**src/rtl/bcc_div.sv**
```systemverilog
// bcc_div: pipelined restoring divider, one quotient bit per stage
// unsigned numerator and divisor, sideband word travels with each item
// uses nothing outside this file
`default_nettype none

module bcc_div #(
   parameter int NW = 27,
   parameter int DW = 18,
   parameter int SW = 1
) (
   input  wire logic          clock,
   input  wire logic          reset,
   input  wire logic          adv,
   input  wire logic          in_valid,
   input  wire logic [NW-1:0] in_num,
   input  wire logic [DW-1:0] in_den,
   input  wire logic [SW-1:0] in_side,
   output logic               out_valid,
   output logic      [NW-1:0] out_quo,
   output logic      [SW-1:0] out_side
);

   logic          valid_ff [NW];
   logic [NW-1:0] num_ff   [NW];
   logic [DW-1:0] rem_ff   [NW];
   logic [DW-1:0] den_ff   [NW];
   logic [SW-1:0] side_ff  [NW];

   for (genvar i = 0; i < NW; i++) begin : g_stage
      logic          valid_s;
      logic [NW-1:0] num_s;
      logic [DW-1:0] rem_s;
      logic [DW-1:0] den_s;
      logic [SW-1:0] side_s;
      logic [DW:0]   trial;
      logic [DW:0]   diff;
      logic          ge;
      logic [DW-1:0] rem_in;

      if (i == 0) begin : g_first
         assign valid_s = in_valid;
         assign num_s   = in_num;
         assign rem_s   = '0;
         assign den_s   = in_den;
         assign side_s  = in_side;
      end else begin : g_next
         assign valid_s = valid_ff[i-1];
         assign num_s   = num_ff[i-1];
         assign rem_s   = rem_ff[i-1];
         assign den_s   = den_ff[i-1];
         assign side_s  = side_ff[i-1];
      end

      // shift in next numerator bit, subtract when it fits
      assign trial  = {rem_s, num_s[NW-1]};
      assign diff   = trial - {1'b0, den_s};
      assign ge     = (trial >= {1'b0, den_s});
      assign rem_in = ge ? diff[DW-1:0] : trial[DW-1:0];

      always_ff @(posedge clock) begin
         if (reset) begin
            valid_ff[i] <= 1'b0;
         end else if (adv) begin
            valid_ff[i] <= valid_s;
         end
      end

      always_ff @(posedge clock) begin
         if (adv) begin
            num_ff[i]  <= {num_s[NW-2:0], ge};
            rem_ff[i]  <= rem_in;
            den_ff[i]  <= den_s;
            side_ff[i] <= side_s;
         end
      end
   end

   assign out_valid = valid_ff[NW-1];
   assign out_quo   = num_ff[NW-1];
   assign out_side  = side_ff[NW-1];

endmodule

`default_nettype wire

```
**config.mk**
```make
export PLATFORM = sky130hd
export DESIGN_NAME = bcc_div
export DESIGN_NICKNAME = d
export VERILOG_FILES = /design/src/rtl/bcc_div.sv
export SDC_FILE = /design/constraint.sdc
export NUM_CORES = 2
export LEC_CHECK = 0
export BUFFER_PORTS_ARGS = -buffer_cell sky130_fd_sc_hd__buf_2
export CORE_ASPECT_RATIO = 1.75
export CORE_MARGIN = 8
export CORE_UTILIZATION = 45
export CTS_CLUSTER_SIZE = 25
export DETAILED_ROUTE_END_ITERATION = 8
export GPL_ROUTABILITY_DRIVEN = 0
export PLACE_DENSITY = 0.64
export SLEW_MARGIN = 20
export SYNTH_ARGS = -nofsm -noshare
export SYNTH_HDL_FRONTEND = slang
export SYNTH_SLANG_ARGS = --single-unit
```
**constraint.sdc**
```tcl
create_clock -name clock -period 4.3 [get_ports clock]
set_clock_uncertainty 0.05 [all_clocks]
set_input_delay 0.43 -clock clock [delete_from_list [all_inputs] [get_ports clock]]
set_output_delay 0.43 -clock clock [all_outputs]
set_load 0.1 [all_outputs]
```
==> flow_metrics.tcl <==
set metrics [dict create \
    ant_nets 0 \
    clock_latency_ns 0.83 \
    finalWirelength_um 174000 \
    crit_slowest_cell "edfxtp_1" \
    grt_pass1_wl_um 265000 \
    finalCriticalPeriod_ns 3.95 \
    die_h_um 575 \
    die_area_sq_um 193000 \
    path_cells "inv_1 -> ha_1 -> nor2b_4 -> o31a_1 -> o41ai_4 -> o22ai_2 -> a21oi_2 -> a21oi_1 -> or4_4 -> mux2_4" \
    tightest_slew_ns 1.15 \
    firstDrtPassIters 7 \
    rsz0062_at_grt "no" \
    cpPeakStageDelay_ns 0.71 \
    ys_types 93 \
    track_usage 0.176 \
    antenna_found_initial 5 \
    crit_fanout 19 \
    num_rows 205 \
    final_nets 6712 \
    synthFlopType "edfxtp_1" \
    wire_per_inst_um 20.1 \
    ys_top_cells_by_count "edfxtp_1 (1,719), inv_1 (599), ha_1 (470)" \
    critPathArrivalTime_ns 4.45 \
    path_class "reg -> reg" \
    grt_max_degree 165 \
    gr-total-overflow 0 \
    portBuffers 78 \
    drc_errors 0 \
    synthCells 5888 \
    end_kind "register" \
    tritoncts "built" \
    cp_data_required_time_ns 4.80 \
    stdcell_area_sq_um 89900 \
    power.density_nw_per_um2 712 \
    synth_seq_cells 1719 \
    synth_edf_count 1719 \
    first_global_vias 49200 \
    io_pins 79 \
    syn_area_sq_um 80400 \
    drive_above_1_share 0.117 \
    drv_cap 0 \
    clock_tree.buffer_depth 4 \
    postSynth.asyncResetShare 0 \
    syn_avg_cell_area_sq_um 13.6 \
    initial_core_util 0.452 \
    cts_buffers 169 \
    yosysMostFrequentCell "edfxtp_1" \
    setup-tns-final_ns 0 \
    ys_warn_count 0 \
    hold_viol 0 \
    p_leak_uw 0.0347 \
    synth_nets 6433 \
    area_delta_synth_final_pct 11.8 \
    seq_area_frac_synth 0.642 \
    start_kind "register" \
    synth_top_area_share 0.642 \
    core-area_sq_um 178000 \
    status "finished, final reports clean" \
    clk_pin_slew_ns 0.07 \
    vdd_ir_drop_max_v 0.000354 \
    yosys.area.top_type "edfxtp_1" \
    drt-vias-per-instance 5.42 \
    via_count 47000 \
    period_share 0.920 \
    fillCellCount 14800 \
    synth.area.top_cells "edfxtp_1 (64%), ha_1 (7.3%), mux2_2 (3.8%)" \
    cts.sink_count 1719 \
    placed_area_sq_um 84200 \
    root_buffer "clkbuf_16" \
    dp_hpwl_um 128000 \
    htreeDepth 4 \
    max_slew_margin 0.234 \
    cts_resized 0 \
    hold_path.class "in -> reg" \
    die_w_um 335 \
    finalSetupViolCount 0 \
    drtIter0Drc 2720 \
    drv_slew 0 \
    clock.fmax_mhz 253 \
]
## layout by cell type, fill, tap and decap left out, types with 29 or more instances in the layout
cell / netlist / layout
a21o_1: 173 / 173
and3_1: 29 / 29
xnor2_1: 214 / 214
nor3_1: 51 / 51
o21bai_1: 34 / 34
nor2_1: 273 / 273
clkbuf_16: 0 / 171
mux2_2: 270 / 270
edfxtp_1: 1719 / 1719
and2_1: 47 / 47
dlygate4sd3_1: 0 / 47
xor2_1: 115 / 115
inv_1: 599 / 599
o21a_1: 56 / 56
nand2_1: 283 / 283
buf_2: 12 / 77
nor2b_1: 57 / 56
buf_4: 4 / 65
a211oi_1: 46 / 46
nand3_1: 108 / 108
o21ai_0: 308 / 306
nand4_1: 55 / 55
ha_1: 470 / 470
a21oi_1: 361 / 360
nand2b_1: 62 / 62
a31oi_1: 34 / 33
## routing by layer
layer | GRT usage | vias to the layer above | part of all wire
li1 | - | 22500 | -
met5 | 0 | - | 0
met3 | 0.0235 | 582 | 0.028
met2 | 0.367 | 982 | 0.59
met1 | 0.137 | 22900 | 0.29
met4 | 0.143 | 0 | 0.092
## where the power goes
part / total (uW) / internal (uW) / switching (uW)
Combinational: 24600 / 10900 / 13700
Sequential: 25000 / 23100 / 1920
Clock: 14300 / 8170 / 6180
Total: 64000 / 42200 / 21800
## metrics by stage
step,std cells,total power (uW),worst slack (ns),hold slack [ns],utilization
global route,8667,67700,0.228,0.0480,0.506
CTS,8663,64400,0.335,0.0332,0.506
detailed placement,8329,49700,0.333,0.355,0.474
floorplan,5888,42600,1.11,0.350,-
global placement,8329,49100,0.271,0.350,0.473
finish,8667,64000,0.346,0.0567,0.506
## logic make-up after synthesis
| group | synth area share |
|---|---|
| simple gates | 0.0644 |
| xor+xnor | 0.0359 |
| fa+ha+maj | 0.0794 |
| buf+inv | 0.0336 |
| flops | 0.642 |
| compound gates | 0.103 |
| mux | 0.0418 |
## flip-flops by register name (all words and copies together) (netlist names)
name and flops:
num_ff 729, den_ff 468, rem_ff 468, valid_ff 27, side_ff 27
## worst max-delay path: cells and delay by family, from the launching register on
| family | cells | cell delay, ns |
|---|---|---|
| adder cells (fa/ha/maj) | 1 | 0.36 |
| flip-flops | 1 | 0.71 |
| AO/OA/AOI/OAI | 5 | 1.20 |
| buffers and inverters | 1 | 0.17 |
| AND/OR/NAND/NOR | 2 | 0.83 |
| multiplexers | 1 | 0.37 |
## what timing repair did
item | 4_1_cts | 5_1_grt
hold buffers | 47 | 0
buffers inserted | 0 | 0
hold endpoints to repair | 49 | 0
## final cells by class
type | instances | area [sq um] | area share
antenna | 4 | 10.0 | 0.000111
clock buffer | 197 | 4380 | 0.0487
clock inverter | 90 | 851 | 0.00947
inverter | 600 | 2250 | 0.0251
multi-input combinational | 3470 | 26100 | 0.290
sequential | 1719 | 51600 | 0.574
tap | 2380 | 2980 | 0.0331
timing repair buffer | 207 | 1700 | 0.0190
## path summary, 6_finish.rpt
check | from | cells after the start | slack, ns | to
setup / recovery | den_ff[14][1]$_DFFE_PP_ | 10 | 0.35 | rem_ff[15][14]$_DFFE_PP_
hold / removal | adv | 1 | 0.06 | num_ff[0][1]$_DFFE_PP_
setup reg to reg | den_ff[14][1]$_DFFE_PP_ | 10 | 0.35 | rem_ff[15][14]$_DFFE_PP_
hold reg to reg | num_ff[10][22]$_DFFE_PP_ | 0 | 0.33 | num_ff[11][23]$_DFFE_PP_
No activity file was read; power rests on OpenSTA's default activity.
