--- src/rtl/bcc_pkg.sv ---
// bcc_pkg: shared types and constants of the barometer compensation core
// calibration record, register indexes, sideband records between stages
// no dependencies
`default_nettype none

package bcc_pkg;

   // decoded calibration coefficients
   typedef struct packed {
      logic signed [15:0] ac1;
      logic signed [15:0] ac2;
      logic signed [15:0] ac3;
      logic        [15:0] ac4;
      logic        [15:0] ac5;
      logic        [15:0] ac6;
      logic signed [15:0] b1;
      logic signed [15:0] b2;
      logic signed [15:0] mc;
      logic signed [15:0] md;
      logic        [1:0]  oss;
   } cal_type;

   // configuration register indexes
   typedef enum logic [1:0] {
      CSR_CAL_A = 2'd0,
      CSR_CAL_B = 2'd1,
      CSR_CAL_C = 2'd2,
      CSR_OSS   = 2'd3
   } csr_index_type;

   // words carried alongside the temperature divider
   typedef struct packed {
      logic signed [17:0] x1;
      logic        [18:0] up;
      logic               neg;
      logic               fault;
   } front_side_type;

   // words carried alongside the pressure divider
   typedef struct packed {
      logic               big;
      logic signed [15:0] temp;
      logic               fault;
   } mid_side_type;

   localparam int TEMP_NUM_W = 27;
   localparam int TEMP_DEN_W = 18;
   localparam int PRES_NUM_W = 32;
   localparam int PRES_DEN_W = 17;

   localparam logic signed [28:0] B6_OFFSET  = 29'sd4000;
   localparam logic        [15:0] PRES_SCALE = 16'd50000;
   localparam logic        [31:0] X3_OFFSET  = 32'd32768;
   localparam logic        [11:0] PC_X1      = 12'd3038;
   localparam logic signed [15:0] PC_X2      = -16'sd7357;
   localparam logic signed [45:0] PC_OFFSET  = 46'sd3791;
   localparam logic        [31:0] BIG_LIMIT  = 32'h8000_0000;

   localparam logic signed [15:0] TEMP_MAX = 16'sh7fff;
   localparam logic signed [15:0] TEMP_MIN = -16'sh8000;
   localparam logic        [17:0] PRES_MAX = 18'h3ffff;

endpackage

`default_nettype wire

--- src/rtl/bcc_tail.sv ---
// bcc_tail: quadratic pressure correction and saturation, five stages
// last stage is the output register; depends on bcc_pkg
`default_nettype none

module bcc_tail
   import bcc_pkg::*;
(
   input  wire logic                  clock,
   input  wire logic                  reset,
   input  wire logic                  adv,
   input  wire logic                  in_valid,
   input  wire logic [PRES_NUM_W-1:0] in_quo,
   input  wire mid_side_type          in_side,
   output logic                       out_valid,
   output logic signed [15:0]         out_temp,
   output logic        [17:0]         out_pres,
   output logic                       out_fault
);

   logic               v1_ff, v2_ff, v3_ff, v4_ff, v5_ff;
   logic               f1_ff, f2_ff, f3_ff, f4_ff, f5_ff;
   logic signed [15:0] t1_ff, t2_ff, t3_ff, t4_ff, t5_ff;
   logic        [31:0] q1_ff, q2_ff, q3_ff, q4_ff, q_in;
   logic        [23:0] hq;
   logic        [47:0] sqp_2_ff;
   logic signed [48:0] x2p_prod;
   logic signed [32:0] x2p_2_ff, x2p_3_ff;
   logic        [59:0] x1p_prod;
   logic        [43:0] x1p_3_ff;
   logic signed [45:0] corr_sum;
   logic signed [41:0] corr_4_ff;
   logic signed [45:0] psum;
   logic        [17:0] p_in;
   logic        [17:0] p5_ff;

   // stage 1: undo the numerator pre-scaling
   assign q_in = in_side.big ? {in_quo[30:0], 1'b0} : in_quo;

   // stage 2: square term and linear term
   assign hq       = q1_ff[31:8];
   assign x2p_prod = $signed({1'b0, q1_ff}) * PC_X2;

   // stage 3: scale the square term
   assign x1p_prod = {12'b0, sqp_2_ff} * {48'b0, PC_X1};

   // stage 4: correction sum
   assign corr_sum = $signed({2'b00, x1p_3_ff}) + x2p_3_ff + PC_OFFSET;

   // stage 5: corrected pressure with saturation
   always_comb begin
      psum = $signed({14'b0, q4_ff}) + corr_4_ff;
      if (psum < 46'sd0) begin
         p_in = '0;
      end else if (psum > $signed({28'b0, PRES_MAX})) begin
         p_in = PRES_MAX;
      end else begin
         p_in = psum[17:0];
      end
   end

   always_ff @(posedge clock) begin
      if (reset) begin
         v1_ff <= 1'b0;
         v2_ff <= 1'b0;
         v3_ff <= 1'b0;
         v4_ff <= 1'b0;
         v5_ff <= 1'b0;
      end else if (adv) begin
         v1_ff <= in_valid;
         v2_ff <= v1_ff;
         v3_ff <= v2_ff;
         v4_ff <= v3_ff;
         v5_ff <= v4_ff;
      end
   end

   always_ff @(posedge clock) begin
      if (adv) begin
         q1_ff     <= q_in;
         f1_ff     <= in_side.fault;
         t1_ff     <= in_side.temp;
         sqp_2_ff  <= {24'b0, hq} * {24'b0, hq};
         x2p_2_ff  <= x2p_prod[48:16];
         q2_ff     <= q1_ff;
         f2_ff     <= f1_ff;
         t2_ff     <= t1_ff;
         x1p_3_ff  <= x1p_prod[59:16];
         x2p_3_ff  <= x2p_2_ff;
         q3_ff     <= q2_ff;
         f3_ff     <= f2_ff;
         t3_ff     <= t2_ff;
         corr_4_ff <= corr_sum[45:4];
         q4_ff     <= q3_ff;
         f4_ff     <= f3_ff;
         t4_ff     <= t3_ff;
         p5_ff     <= f4_ff ? 18'd0 : p_in;
         t5_ff     <= f4_ff ? 16'sd0 : t4_ff;
         f5_ff     <= f4_ff;
      end
   end

   assign out_valid = v5_ff;
   assign out_temp  = t5_ff;
   assign out_pres  = p5_ff;
   assign out_fault = f5_ff;

endmodule

`default_nettype wire

--- config.mk ---
export PLATFORM = sky130hd
export DESIGN_NAME = bcc_tail
export DESIGN_NICKNAME = d
export VERILOG_FILES = /design/src/rtl/bcc_pkg.sv /design/src/rtl/bcc_tail.sv
export SDC_FILE = /design/constraint.sdc
export NUM_CORES = 2
export LEC_CHECK = 0
export BUFFER_PORTS_ARGS = -buffer_cell sky130_fd_sc_hd__buf_2
export CAP_MARGIN = 30
export CELL_PAD_IN_SITES_DETAIL_PLACEMENT = 1
export CELL_PAD_IN_SITES_GLOBAL_PLACEMENT = 1
export CORE_MARGIN = 2
export CORE_UTILIZATION = 53
export CTS_CLUSTER_SIZE = 12
export DETAILED_ROUTE_END_ITERATION = 10
export PLACE_DENSITY = 0.93
export RECOVER_POWER = 50
export SLEW_MARGIN = 20
export SYNTH_ARGS = -nofsm -noshare
export SYNTH_HDL_FRONTEND = slang
export SYNTH_SLANG_ARGS = --single-unit
--- constraint.sdc ---
create_clock -name clock -period 10.41 [get_ports clock]
set_clock_uncertainty 0.1 [all_clocks]
set_input_delay 2.6025 -clock clock [delete_from_list [all_inputs] [get_ports clock]]
set_output_delay 2.6025 -clock clock [all_outputs]
set_load 0.005 [all_outputs]
==> run_results.csv <==
group,metric,value,unit
global_route,global_route.usage.met1,0.400,
die,rows,114,
outcome,status,"finished, violations left",
final_layout,drive_above_1_share,0.0399,
logic_synthesis,post_synth_instance_area,51800,µm²
logic_synthesis,synth_sequential_area_ratio,0.248,
cts,hold_buffers,0,
global_route,top_usage_layer,"met2",
worst_setup_path,worst-endpoint-arrival,10.25,ns
sta,ratio_of_final_minimum_period_to_clock_period,0.958,
die,start_util,0.535,
logic_synthesis,synth-async-reset-ratio,0,
outcome,violations_in_the_final_reports,"capacitance limit, slew limit",
sta,maxClockFrequency,0.100,GHz
logic_synthesis,synthFlopType,"sky130_fd_sc_hd__edfxtp_1",
logic_synthesis,synth.lib_cells_used.distinct,79,
global_route,grtUsageMet2,0.613,
sta,shortest_clock_period_the_worst_path_allows_after_layout,9.97,ns
sta,report.final.setup_viol,0,
placement,placement.io_buffers,89,
die,floorplan.die_area,100000,µm²
cts,cts-htree-levels,2,
sta,timing_max_transition_violations_final,279,
cts,post_cts_buffers,0,
sta,rsz0062_at_grt,"no",
cts,tritoncts_buffers,49,
sta,final_hold_vios,0,
cts,clock_tree.root_cell,"sky130_fd_sc_hd__clkbuf_16",
logic_synthesis,synth_edf_count,425,
cts,post_cts_resized,0,
sta,fin_setup_tns,0,ns
die,floorplan.core_area,96900,µm²
die,die_x,317,µm
cts,worst_setup_hold_path_clk_slew,0.07,ns
drt,drcViolationCount,0,
logic_synthesis,mapped_avg_cell_area,11.0,µm²
flow_run,number_of_violations_of_the_max_capacitance_limit,9,
sta,slew_headroom,-3.62,
worst_setup_path,crit_end_element,"flop",
placement,dp_hpwl,140000,µm
drt,route.detailed.vias_per_inst,6.10,
drt,drt_iter0_drc,3348,
placement,routabilityCongestion,0.926,
die,ioPinCount,90,
global_route,grtUsageMet3,0.0734,
logic_synthesis,yosysWarningCount,0,
hold_path,hold_path_class,"flop to flop",
global_route,pin_count_of_the_biggest_net_entering_global_routing,172,
global_route,antenna_found_initial,8,
worst_setup_path,cp.required,10.69,ns
sta,worst_pin_slew,6.92,ns
cts,clock_path_buffers,3,
final_layout,area_growth,6.91,%
worst_setup_path,timing.setup.critical_path_class,"flop to flop",
drt,number_of_detailed_routing_iterations_run_before_antenna_repair,6,
global_route,grt_first_pass_wirelength,269000,µm
global_route,globalRouteTotalUtil,0.364,
drt,avgRoutedWirePerCell,29.0,µm
drt,ant_nets,0,
cts,clock-sinks,430,
cts,clk-insertion-delay-late,0.65,ns
drt,vias,37500,
worst_setup_path,timing.reg2reg.setup_slack,0.44,ns
cts,tritoncts,"done",
global_route,vias_in_the_first_global_route,44100,
final_layout,layout.nets,6406,
drt,aggregate_routed_wire_length,178000,µm
worst_setup_path,setup.worst_path.start_class,"flop",
global_route,grt-ovfl-total,0,
logic_synthesis,synth_cells,4718,
worst_setup_path,crit_fanout,13,
logic_synthesis,synth_seq_cells,430,
die,die_height,317,µm
synthesized netlist by cell type, drive strengths merged (6+ instances only):
cell,instances,area share
and4,9,0.0015
nand2,250,0.018
a21o,92,0.013
o21ai,85,0.0084
nand3,50,0.0048
o31ai,11,0.0016
a211oi,20,0.0030
nand2b,20,0.0024
a21boi,10,0.0014
clkbuf,62,0.0045
edfxtp,425,0.25
and3,26,0.0031
xnor2,109,0.018
mux2,34,0.0074
and2,16,0.0019
or3,6,0.00082
o21a,19,0.0028
a31oi,14,0.0017
xor2,68,0.011
a2111oi,7,0.0013
a211o,6,0.0010
nand4,26,0.0031
nor2b,46,0.0056
mux2i,11,0.0021
fa,840,0.32
nor2,240,0.017
inv,1198,0.087
nor3,23,0.0024
clkinv,6,0.00043
buf,8,0.00080
a21oi,186,0.019
o21bai,23,0.0034
or2,10,0.0012
ha,679,0.16
o211ai,11,0.0019
o31a,9,0.0015
sequential cells by signal, summed over array words and instances (netlist names), 18 cells and up:
signal,cells
sqp_2_ff,46
x1p_3_ff,44
x2p_3_ff,31
q4_ff,32
x2p_2_ff,31
out_pres,18
q3_ff,32
q1_ff,32
q2_ff,32
corr_4_ff,42
worst paths after layout:
path / startpoint / to / cells after the start
max: q1_ff[22] / sqp_2_ff[46] / 27
max reg2reg: q1_ff[22] / sqp_2_ff[46] / 27
min reg2reg: x2p_2_ff[11] / x2p_3_ff[11] / 0
min: x2p_2_ff[11] / x2p_3_ff[11] / 0
area by class of cell:
cell class / count / area (µm²)
fillers: 10200 / 41400
multi-input cells: 3016 / 34200
flip-flops and latches: 430 / 12900
inverters: 1204 / 4520
well taps: 1276 / 1600
clock buffers: 61 / 1270
repair buffers: 132 / 704
clock inverters: 22 / 268
diodes: 4 / 10.0
stage by stage:
stage	utilization	instances	hold slack, ns	area, µm²	worst slack, ns
6_report	0.572	6145	0.293	55400	0.442
5_1_grt	0.572	6141	0.314	55400	0.520
4_1_cts	0.573	6137	0.298	55500	1.25
3_5_place_dp	0.557	6054	0.305	53900	1.33
3_3_place_gp	0.557	6054	0.300	53900	1.84
2_1_floorplan	-	4720	0.300	51900	3.04
critical path, stage by stage, from the launching register on:
cell                       delay, ns
sky130_fd_sc_hd__edfxtp_1       0.42
sky130_fd_sc_hd__clkbuf_1       1.27
sky130_fd_sc_hd__nand2_1        0.39
sky130_fd_sc_hd__fa_1           0.65
sky130_fd_sc_hd__inv_1          0.05
sky130_fd_sc_hd__fa_1           0.54
sky130_fd_sc_hd__inv_1          0.06
sky130_fd_sc_hd__fa_1           0.56
sky130_fd_sc_hd__inv_1          0.06
sky130_fd_sc_hd__fa_1           0.50
sky130_fd_sc_hd__inv_1          0.06
sky130_fd_sc_hd__fa_1           0.55
sky130_fd_sc_hd__inv_1          0.07
sky130_fd_sc_hd__fa_1           0.49
sky130_fd_sc_hd__inv_1          0.05
sky130_fd_sc_hd__fa_1           0.46
sky130_fd_sc_hd__inv_1          0.12
sky130_fd_sc_hd__ha_1           0.28
sky130_fd_sc_hd__a21oi_1        0.10
sky130_fd_sc_hd__o21ai_0        0.49
sky130_fd_sc_hd__a22oi_1        0.26
sky130_fd_sc_hd__o32ai_1        0.22
sky130_fd_sc_hd__nor3_1         0.13
sky130_fd_sc_hd__a311oi_1       0.83
sky130_fd_sc_hd__a311oi_1       0.27
sky130_fd_sc_hd__o21ai_0        0.38
sky130_fd_sc_hd__a221oi_1       0.19
sky130_fd_sc_hd__xnor2_1        0.16
kinds of logic (layout without fill, tap and decap cells):
family,count (synthesis),count (layout),share of synthesized area
fa+ha+maj,1519,1519,0.488
buf+inv,1274,1419,0.0924
simple gates,735,735,0.0644
compound gates,537,537,0.0674
flops,430,430,0.248
xor+xnor,177,177,0.0299
mux,45,45,0.00951
other cells,1,7,0.0000723
cells in the final DEF, fill, tap and decap left out, types with 24 or more instances in the layout:
cell type and count:
sky130_fd_sc_hd__a21oi_1 176, sky130_fd_sc_hd__and3_1 26, sky130_fd_sc_hd__edfxtp_1 425, sky130_fd_sc_hd__xnor2_1 109, sky130_fd_sc_hd__nand3_1 50, sky130_fd_sc_hd__fa_1 840
sky130_fd_sc_hd__nand2_1 250, sky130_fd_sc_hd__nor2b_1 46, sky130_fd_sc_hd__inv_1 1194, sky130_fd_sc_hd__buf_2 54, sky130_fd_sc_hd__xor2_1 68, sky130_fd_sc_hd__ha_1 679
sky130_fd_sc_hd__a21o_1 91, sky130_fd_sc_hd__nand4_1 26, sky130_fd_sc_hd__clkbuf_16 49, sky130_fd_sc_hd__o21ai_0 82, sky130_fd_sc_hd__clkbuf_1 63, sky130_fd_sc_hd__nor2_1 240
sky130_fd_sc_hd__buf_4 24
layer usage:
layer / up-vias / part of all wire / wire, µm
li1: 15300 / - / -
met2: 2172 / 0.48 / 86300
met1: 19100 / 0.34 / 60300
met5: - / 0.00027 / 48
met3: 920 / 0.078 / 13900
met4: 6 / 0.099 / 17700
Power is left out: the tool's default activity adds up to more than one toggle a clock period on the data nets, which glitch-free logic cannot reach.
