--- config.mk ---
export PLATFORM = sky130hd
export DESIGN_NAME = bcc_front
export DESIGN_NICKNAME = d
export VERILOG_FILES = /design/src/rtl/bcc_pkg.sv /design/src/rtl/bcc_front.sv
export SDC_FILE = /design/constraint.sdc
export NUM_CORES = 1
export LEC_CHECK = 0
export ABC_AREA = 1
export BUFFER_PORTS_ARGS = -buffer_cell sky130_fd_sc_hd__buf_2
export CAP_MARGIN = 20
export CORE_MARGIN = 8
export CORE_UTILIZATION = 55
export DETAILED_ROUTE_END_ITERATION = 10
export PLACE_DENSITY = 0.74
export SLEW_MARGIN = 10
export SYNTH_ARGS = -nofsm -noshare
export SYNTH_HDL_FRONTEND = slang
export SYNTH_SLANG_ARGS = --single-unit
export TNS_END_PERCENT = 5
--- constraint.sdc ---
create_clock -name clock -period 12.3 [get_ports clock]
set_input_delay 2.46 -clock clock [delete_from_list [all_inputs] [get_ports clock]]
set_output_delay 2.46 -clock clock [all_outputs]
set_load 0.02 [all_outputs]
--- src/rtl/bcc_pkg.sv ---
// bcc_pkg: shared types and constants of the barometer compensation core
// calibration record, register indexes, sideband records between stages
// no dependencies
`default_nettype none

package bcc_pkg;

   // decoded calibration coefficients
   typedef struct packed {
      logic signed [15:0] ac1;
      logic signed [15:0] ac2;
      logic signed [15:0] ac3;
      logic        [15:0] ac4;
      logic        [15:0] ac5;
      logic        [15:0] ac6;
      logic signed [15:0] b1;
      logic signed [15:0] b2;
      logic signed [15:0] mc;
      logic signed [15:0] md;
      logic        [1:0]  oss;
   } cal_type;

   // configuration register indexes
   typedef enum logic [1:0] {
      CSR_CAL_A = 2'd0,
      CSR_CAL_B = 2'd1,
      CSR_CAL_C = 2'd2,
      CSR_OSS   = 2'd3
   } csr_index_type;

   // words carried alongside the temperature divider
   typedef struct packed {
      logic signed [17:0] x1;
      logic        [18:0] up;
      logic               neg;
      logic               fault;
   } front_side_type;

   // words carried alongside the pressure divider
   typedef struct packed {
      logic               big;
      logic signed [15:0] temp;
      logic               fault;
   } mid_side_type;

   localparam int TEMP_NUM_W = 27;
   localparam int TEMP_DEN_W = 18;
   localparam int PRES_NUM_W = 32;
   localparam int PRES_DEN_W = 17;

   localparam logic signed [28:0] B6_OFFSET  = 29'sd4000;
   localparam logic        [15:0] PRES_SCALE = 16'd50000;
   localparam logic        [31:0] X3_OFFSET  = 32'd32768;
   localparam logic        [11:0] PC_X1      = 12'd3038;
   localparam logic signed [15:0] PC_X2      = -16'sd7357;
   localparam logic signed [45:0] PC_OFFSET  = 46'sd3791;
   localparam logic        [31:0] BIG_LIMIT  = 32'h8000_0000;

   localparam logic signed [15:0] TEMP_MAX = 16'sh7fff;
   localparam logic signed [15:0] TEMP_MIN = -16'sh8000;
   localparam logic        [17:0] PRES_MAX = 18'h3ffff;

endpackage

`default_nettype wire

--- src/rtl/bcc_front.sv ---
// bcc_front: raw temperature to divider operands, four stages
// depends on bcc_pkg for the calibration record and sideband type
`default_nettype none

module bcc_front
   import bcc_pkg::*;
(
   input  wire logic           clock,
   input  wire logic           reset,
   input  wire logic           adv,
   input  wire cal_type        cal,
   input  wire logic           in_valid,
   input  wire logic [15:0]    raw_temperature,
   input  wire logic [23:0]    raw_pressure,
   output logic                out_valid,
   output logic [TEMP_NUM_W-1:0] out_num,
   output logic [TEMP_DEN_W-1:0] out_den,
   output front_side_type      out_side
);

   logic                      v1_ff, v2_ff, v3_ff, v4_ff;
   logic signed [16:0]        d_ff, d_in;
   logic        [18:0]        up1_ff, up2_ff, up3_ff, up4_ff, up_in;
   logic        [23:0]        up_full;
   logic signed [33:0]        prod_x1;
   logic signed [17:0]        x1_2_ff, x1_3_ff, x1_4_ff;
   logic signed [18:0]        den_ff, den_in;
   logic signed [26:0]        num_s;
   logic [TEMP_NUM_W-1:0]     nmag_ff, nmag_in;
   logic signed [18:0]        dneg;
   logic [TEMP_DEN_W-1:0]     dmag_ff, dmag_in;
   logic                      neg_ff, fault_ff;

   // stage 1: offset the temperature word, align pressure by oversampling
   always_comb begin
      d_in    = $signed({1'b0, raw_temperature}) - $signed({1'b0, cal.ac6});
      up_full = raw_pressure >> (4'd8 - {2'b00, cal.oss});
      up_in   = up_full[18:0];
   end

   // stage 2: scale by ac5
   assign prod_x1 = d_ff * $signed({1'b0, cal.ac5});

   // stage 3: divisor x1 + md
   assign den_in = x1_2_ff + cal.md;

   // stage 4: magnitudes and quotient sign
   always_comb begin
      num_s   = {cal.mc, 11'b0};
      nmag_in = num_s[26] ? TEMP_NUM_W'(-num_s) : TEMP_NUM_W'(num_s);
      dneg    = -den_ff;
      dmag_in = den_ff[18] ? dneg[TEMP_DEN_W-1:0] : den_ff[TEMP_DEN_W-1:0];
   end

   always_ff @(posedge clock) begin
      if (reset) begin
         v1_ff <= 1'b0;
         v2_ff <= 1'b0;
         v3_ff <= 1'b0;
         v4_ff <= 1'b0;
      end else if (adv) begin
         v1_ff <= in_valid;
         v2_ff <= v1_ff;
         v3_ff <= v2_ff;
         v4_ff <= v3_ff;
      end
   end

   always_ff @(posedge clock) begin
      if (adv) begin
         d_ff     <= d_in;
         up1_ff   <= up_in;
         x1_2_ff  <= prod_x1[32:15];
         up2_ff   <= up1_ff;
         den_ff   <= den_in;
         x1_3_ff  <= x1_2_ff;
         up3_ff   <= up2_ff;
         nmag_ff  <= nmag_in;
         dmag_ff  <= dmag_in;
         neg_ff   <= cal.mc[15] ^ den_ff[18];
         fault_ff <= (den_ff == '0);
         x1_4_ff  <= x1_3_ff;
         up4_ff   <= up3_ff;
      end
   end

   assign out_valid      = v4_ff;
   assign out_num        = nmag_ff;
   assign out_den        = dmag_ff;
   assign out_side.x1    = x1_4_ff;
   assign out_side.up    = up4_ff;
   assign out_side.neg   = neg_ff;
   assign out_side.fault = fault_ff;

endmodule

`default_nettype wire

==> results.md, run 1 <==
* Fin nets at 3139
* Post-synth top area cell: edfxtp_1
* Synthesized area per cell at 8.64 um^2
* Synth area leaders: edfxtp_1 29%, fa_1 26%, inv_1 12%, nand2_1 11%, ha_1 7.1%
* Largest family of logic cells by synthesized area: adder cells
* CTS tree: yes
* Post-synthesis simple-gate area fraction at 16.4%
* Synth cell types at 44
* Ant diodes at 0
* Root buffer cell: clkbuf_16
* Starting density of the core at 55.7%
* TNS Setup at 0 ns
* Vias in the first global route at 16200
* Routed Antenna Nets at 0
* Yosys warnings at 0
* Post-DP HPWL at 36.9 mm
* CTS H-Tree Depth at 1
* CTS buffer count at 22
* Latest clock arrival within the worst-skew pair at 0.53 ns
* Total Wirelength at 44.9 mm
* Yosys top cell area share at 29.1%
* CP endpoint kind: flop
* CP Launch Type: input pin
* Placer Congestion at 0.892
* Top Ports at 291
* Max-Slew Margin vs Limit at 34.1%
* CP arrival at 8.10 ns
* Post-synthesis sequential area ratio at 29.5%
* Commonest cells post-synth: 649 x inv_1, 631 x nand2_1, 274 x fa_1, 202 x edfxtp_1, 119 x ha_1
* Detailed-route vias per instance at 4.98
* Drt first pass iters at 5
* Asr flop ratio synth at 0%
* Seq cells post-synth at 206
* Core area at 37500 um^2
* Avg WL per Cell at 14.6 um
* Unrepaired setup endpoints after global routing: false
* Most common cell in the netlist: inv_1
* Clk_skew at 0.0259 ns
* Max Slew Vio Count at 0
* Final hold slack at 0.418 ns
* PostCTS Resize Cnt at 0
* Sink Count at 206
* Fillers at 3271
* Synthesized area at 20900 um^2
* Largest net degree at the start of global routing at 138
* Post-synth EDFFs at 202
* Adder-Cell Fraction of Synth Area at 33.4%
* Chip width at 211 um
* Worst-margin pin slew at 0.989 ns
* Port bufs at 179
* Die H at 211 um
* Post-synthesis xor/xnor area fraction at 2.43%
* Crit path max fanout at 17
* Type of the tightest min-delay check: reg2reg
* CP Class: in2reg
* Gate Count Post-Synth at 2415
* Worst-path clk slew at 0.06 ns
* Clk buf depth at 3
* Setup bufs post-CTS at 0
* # setup viols final at 0
* Layout area overhead at 9.06%
* Final hold violations at 0
* Num rows at 71
* Run status: finished clean
* Ratio of cells with drive above 1 in the final layout at 9.55%
* Worst EP required at 12.56 ns
* Mux cell area share after synthesis at 0.336%
* Post-synthesis compound-gate area fraction at 4.32%
* Vias at 15300
* Grt total ovfl at 0
* Post-route minimum period at 7.85 ns
* Residual DRC at 0
* Max_cap viols at 0
* First DRT Iteration DRCs at 741
* Initial antenna violation count at 0
* GRT Util Overall at 20.7%
* Max Clock Freq at 127 MHz
* First-pass GRT wire length at 75.9 mm
* Top_reg_cell synth: edfxtp_1
* Die area at 44400 um^2
* Hold_buf cts at 0
* Post-route clock period utilization at 63.8%
path summary, 6_finish.rpt:
check	depth (start not counted)	start	endpoint	slack (ns)
hold reg to reg	0	up3_ff[5]	up4_ff[5]	0.42
hold / removal	0	up3_ff[5]	up4_ff[5]	0.42
setup reg to reg	21	d_ff[16]	x1_2_ff[15]	5.96
setup / recovery	22	cal[84]	x1_2_ff[15]	4.45
per-layer routing:
layer	vias up	share of wire, %	track usage, %
li1	7428	-	-
met1	7325	41	25.2
met2	433	51	37.8
met3	89	5.5	2.86
met4	0	2.5	6.11
met5	-	0	0
cell families after synthesis:
kind of cell / Yosys count
xor gates and xnor gates: 58
AOI/OAI and AO/OA: 165
buffers and inverters: 740
adders and majority gates: 393
muxes: 7
other: 1
DFF: 206
and+or+nand+nor: 845
critical path, stage by stage:
cell	delay [ns]
buf_2	0.34
nand2_1	0.17
inv_1	0.17
fa_1	0.48
inv_1	0.19
fa_1	0.48
inv_1	0.40
fa_1	0.50
fa_1	0.47
fa_1	0.55
inv_1	0.05
fa_1	0.52
inv_1	0.04
ha_1	0.37
a21oi_1	0.22
o21ai_0	0.15
nand2_1	0.09
nand2_1	0.04
a21oi_1	0.20
nand2_1	0.09
nand2_1	0.06
nand2_1	0.05
placed cells by master (no fill, tap or decap), types with 2 or more instances in the layout:
cell type and n:
nand2_2 9, fa_1 274, a21oi_2 3, nor2_2 5, nand3b_1 3, o31ai_1 2
mux2i_1 7, nand3_1 73, a21o_1 2, or2_2 3, nor3_1 5, clkbuf_16 22
clkinv_2 4, nand2_1 631, clkbuf_8 4, nand4_1 17, edfxtp_1 202, nor2_1 89
o21ai_0 65, a31oi_1 5, clkinvlp_4 3, dfxtp_1 4, o211ai_1 4, xnor2_1 11
buf_2 178, ha_1 119, xor2_1 47, o21ai_2 3, conb_1 11, and3_1 2
clkbuf_1 3, nand3_2 2, a21boi_0 2, a21oi_1 70, inv_1 649, clkinv_1 3
o21bai_1 7
layout make-up:
| class | instances | area (um^2) | area share [%] |
|---|---|---|---|
| Clock buffer | 28 | 603 | 2.65 |
| Tap cell | 511 | 639 | 2.81 |
| Inverter | 651 | 2440 | 10.7 |
| Timing Repair Buffer | 180 | 912 | 4.01 |
| Multi-Input combinational cell | 1479 | 11900 | 52.4 |
| Clock inverter | 11 | 96.3 | 0.423 |
| Sequential cell | 206 | 6150 | 27.0 |
sequential cells by signal, summed over array words and instances (netlist names), 16 cells and up:
| register | cells |
|---|---|
| d_ff | 17 |
| den_ff | 19 |
| out_den | 18 |
| out_num | 16 |
| up1_ff | 19 |
| up2_ff | 19 |
| up3_ff | 19 |
| up4_ff | 19 |
| x1_2_ff | 18 |
| x1_3_ff | 18 |
| x1_4_ff | 18 |
through the flow:
stage	cell area (um^2)	util (%)	worst slack, ns	std cells
3_5_place_dp	22100	58.8	3.91	3027
4_1_cts	22800	60.7	4.44	3066
5_1_grt	22800	60.7	4.08	3066
6_report	22800	60.7	4.45	3066
3_3_place_gp	22100	58.8	4.00	3027
2_1_floorplan	20900	-	4.54	2425
Power of run 1 is left out: the tool's default activity adds up to more than one toggle a clock period on the data nets, which glitch-free logic cannot reach.
==> inputs of run 2 (changes only) <==
--- a/config.mk
+++ b/config.mk
@@ -9,9 +9,9 @@
 export BUFFER_PORTS_ARGS = -buffer_cell sky130_fd_sc_hd__buf_2
 export CAP_MARGIN = 20
 export CORE_MARGIN = 8
-export CORE_UTILIZATION = 55
+export CORE_UTILIZATION = 54
 export DETAILED_ROUTE_END_ITERATION = 10
-export PLACE_DENSITY = 0.74
+export PLACE_DENSITY = 0.76
 export SLEW_MARGIN = 10
 export SYNTH_ARGS = -nofsm -noshare
 export SYNTH_HDL_FRONTEND = slang
==> constraint.sdc (replaced) <==
create_clock -name clock -period 6.95 [get_ports clock]
set_input_delay 1.39 -clock clock [delete_from_list [all_inputs] [get_ports clock]]
set_output_delay 1.39 -clock clock [all_outputs]
set_load 0.02 [all_outputs]
==> results.md, run 2 (synthesized netlist as in run 1, its figures left out) <==
* Fillers at 3341
* R2R Setup Slk at 0.81 ns
* CTS H-Tree Depth at 1
* Post-route clock period utilization at 91.5%
* Chip width at 213 um
* Vias in the first global route at 16500
* Crit. path cell count at 23
* Core area at 38400 um^2
* Routed Antenna Nets at 0
* CP arrival at 6.63 ns
* # setup viols final at 0
* Worst EP required at 7.22 ns
* Delay-heaviest family, CP: adder cells
* Grt total ovfl at 0
* Post-DP HPWL at 37.9 mm
* Worst setup margin at 0.593 ns
* Clk_skew at 0.0174 ns
* CP Launch Type: input pin
* Ant diodes at 0
* Crit path buffers/inverters at 7
* Top Ports at 291
* Run status: finished clean
* CP Class: in2reg
* First DRT Iteration DRCs at 872
* Detailed-route vias per instance at 4.95
* Crit path from: cal[84]
* Num rows at 72
* PostCTS Resize Cnt at 0
* Root buffer cell: clkbuf_16
* Dpl cells at 3072
* CTS buffer count at 21
* Reg2Reg Launch Point: d_ff[16]
* Setup bufs post-CTS at 0
* CTS tree: yes
* Commonest non-fill, non-tap cells in the layout: 649 x inv_1, 631 x nand2_1, 274 x fa_1
* Ratio of cells with drive above 1 in the final layout at 10.8%
* CP endpoint kind: flop
* First-pass GRT wire length at 76.0 mm
* Max incr delay on CP at 0.61 ns
* Worst-margin pin slew at 0.980 ns
* Initial antenna violation count at 0
* Layout area overhead at 10.7%
* Total Wirelength at 45.0 mm
* TNS Setup at 0 ns
* Reg2Reg Capture Point: x1_2_ff[15]
* Max_cap viols at 0
* Max-Slew Margin vs Limit at 34.7%
* Pre-CTS WS at 0.0734 ns
* Hold_buf cts at 0
* Die area at 45200 um^2
* Largest net degree at the start of global routing at 125
* Crit path max fanout at 4
* GRT Util Overall at 20.4%
* Starting density of the core at 54.4%
* Slowest-stage cell, CP: fa_1
* Post-route minimum period at 6.36 ns
* Fin cells at 3110
* Reg2Reg Depth at 22
* Fin nets at 3176
* Avg WL per Cell at 14.5 um
* Type of the tightest min-delay check: reg2reg
* CP cell instances: buf_2 > nand2_1 > inv_1 > fa_1 > inv_1 > fa_1 > inv_1 > buf_4 > fa_1 > fa_1 > fa_1 > inv_1 > fa_1 > inv_1 > ha_1 > a21oi_1 > o21ai_0 > nand2_1 > nand2_1 > a21oi_1 > nand2_1 > nand2_1 > nand2_1
* Latest clock arrival within the worst-skew pair at 0.51 ns
* Port bufs at 179
* Max Slew Vio Count at 0
* Setup crit end: x1_2_ff[15]
* Die H at 213 um
* Placer Congestion at 0.894
* Most common cell after layout, fill and taps aside: inv_1
* Final hold violations at 0
* Sink Count at 206
* Drt first pass iters at 7
* Clk buf depth at 3
* Residual DRC at 0
* Max Clock Freq at 157 MHz
* Unrepaired setup endpoints after global routing: false
* Vias at 15400
* Worst-path clk slew at 0.06 ns
[run 2: per-stage QoR]
step	utilization, %	cell area [um^2]	hold slack [ns]
2_1_floorplan	-	20900	0.400
3_3_place_gp	58.3	22400	0.401
3_5_place_dp	58.3	22400	0.405
4_1_cts	60.2	23100	0.419
5_1_grt	60.2	23100	0.422
6_report	60.2	23100	0.418
[run 2: final cells by class]
cell class              count  area [um^2]  share of cell area [%]
inverters                 651         2440                    10.6
well taps                 518          648                    2.81
flip-flops and latches    206         6150                    26.6
clock inverters            17          203                   0.878
clock buffers              21          526                    2.28
repair buffers            218         1210                    5.24
multi-input cells        1479        11900                    51.6
[run 2: per-layer routing]
| layer | global-route usage (%) | share of wire, % |
|---|---|---|
| met5 | 0 | 0 |
| met4 | 5.69 | 2.5 |
| met3 | 2.37 | 5.3 |
| met2 | 38.5 | 52 |
| met1 | 24.2 | 40 |
[run 2: how the worst min path moves through the flow]
stage,slack (ns),cells past startpoint,from,end
after floorplan,0.40,0,up1_ff[0],up2_ff[0]
after global placement,0.40,0,x1_3_ff[0],x1_4_ff[0]
after detailed placement,0.40,0,up1_ff[18],up2_ff[18]
after CTS,0.42,0,up3_ff[1],up4_ff[1]
after global routing,0.42,0,up3_ff[1],up4_ff[1]
final,0.42,0,up3_ff[2],up4_ff[2]
Power of run 2 is left out for the same reason.
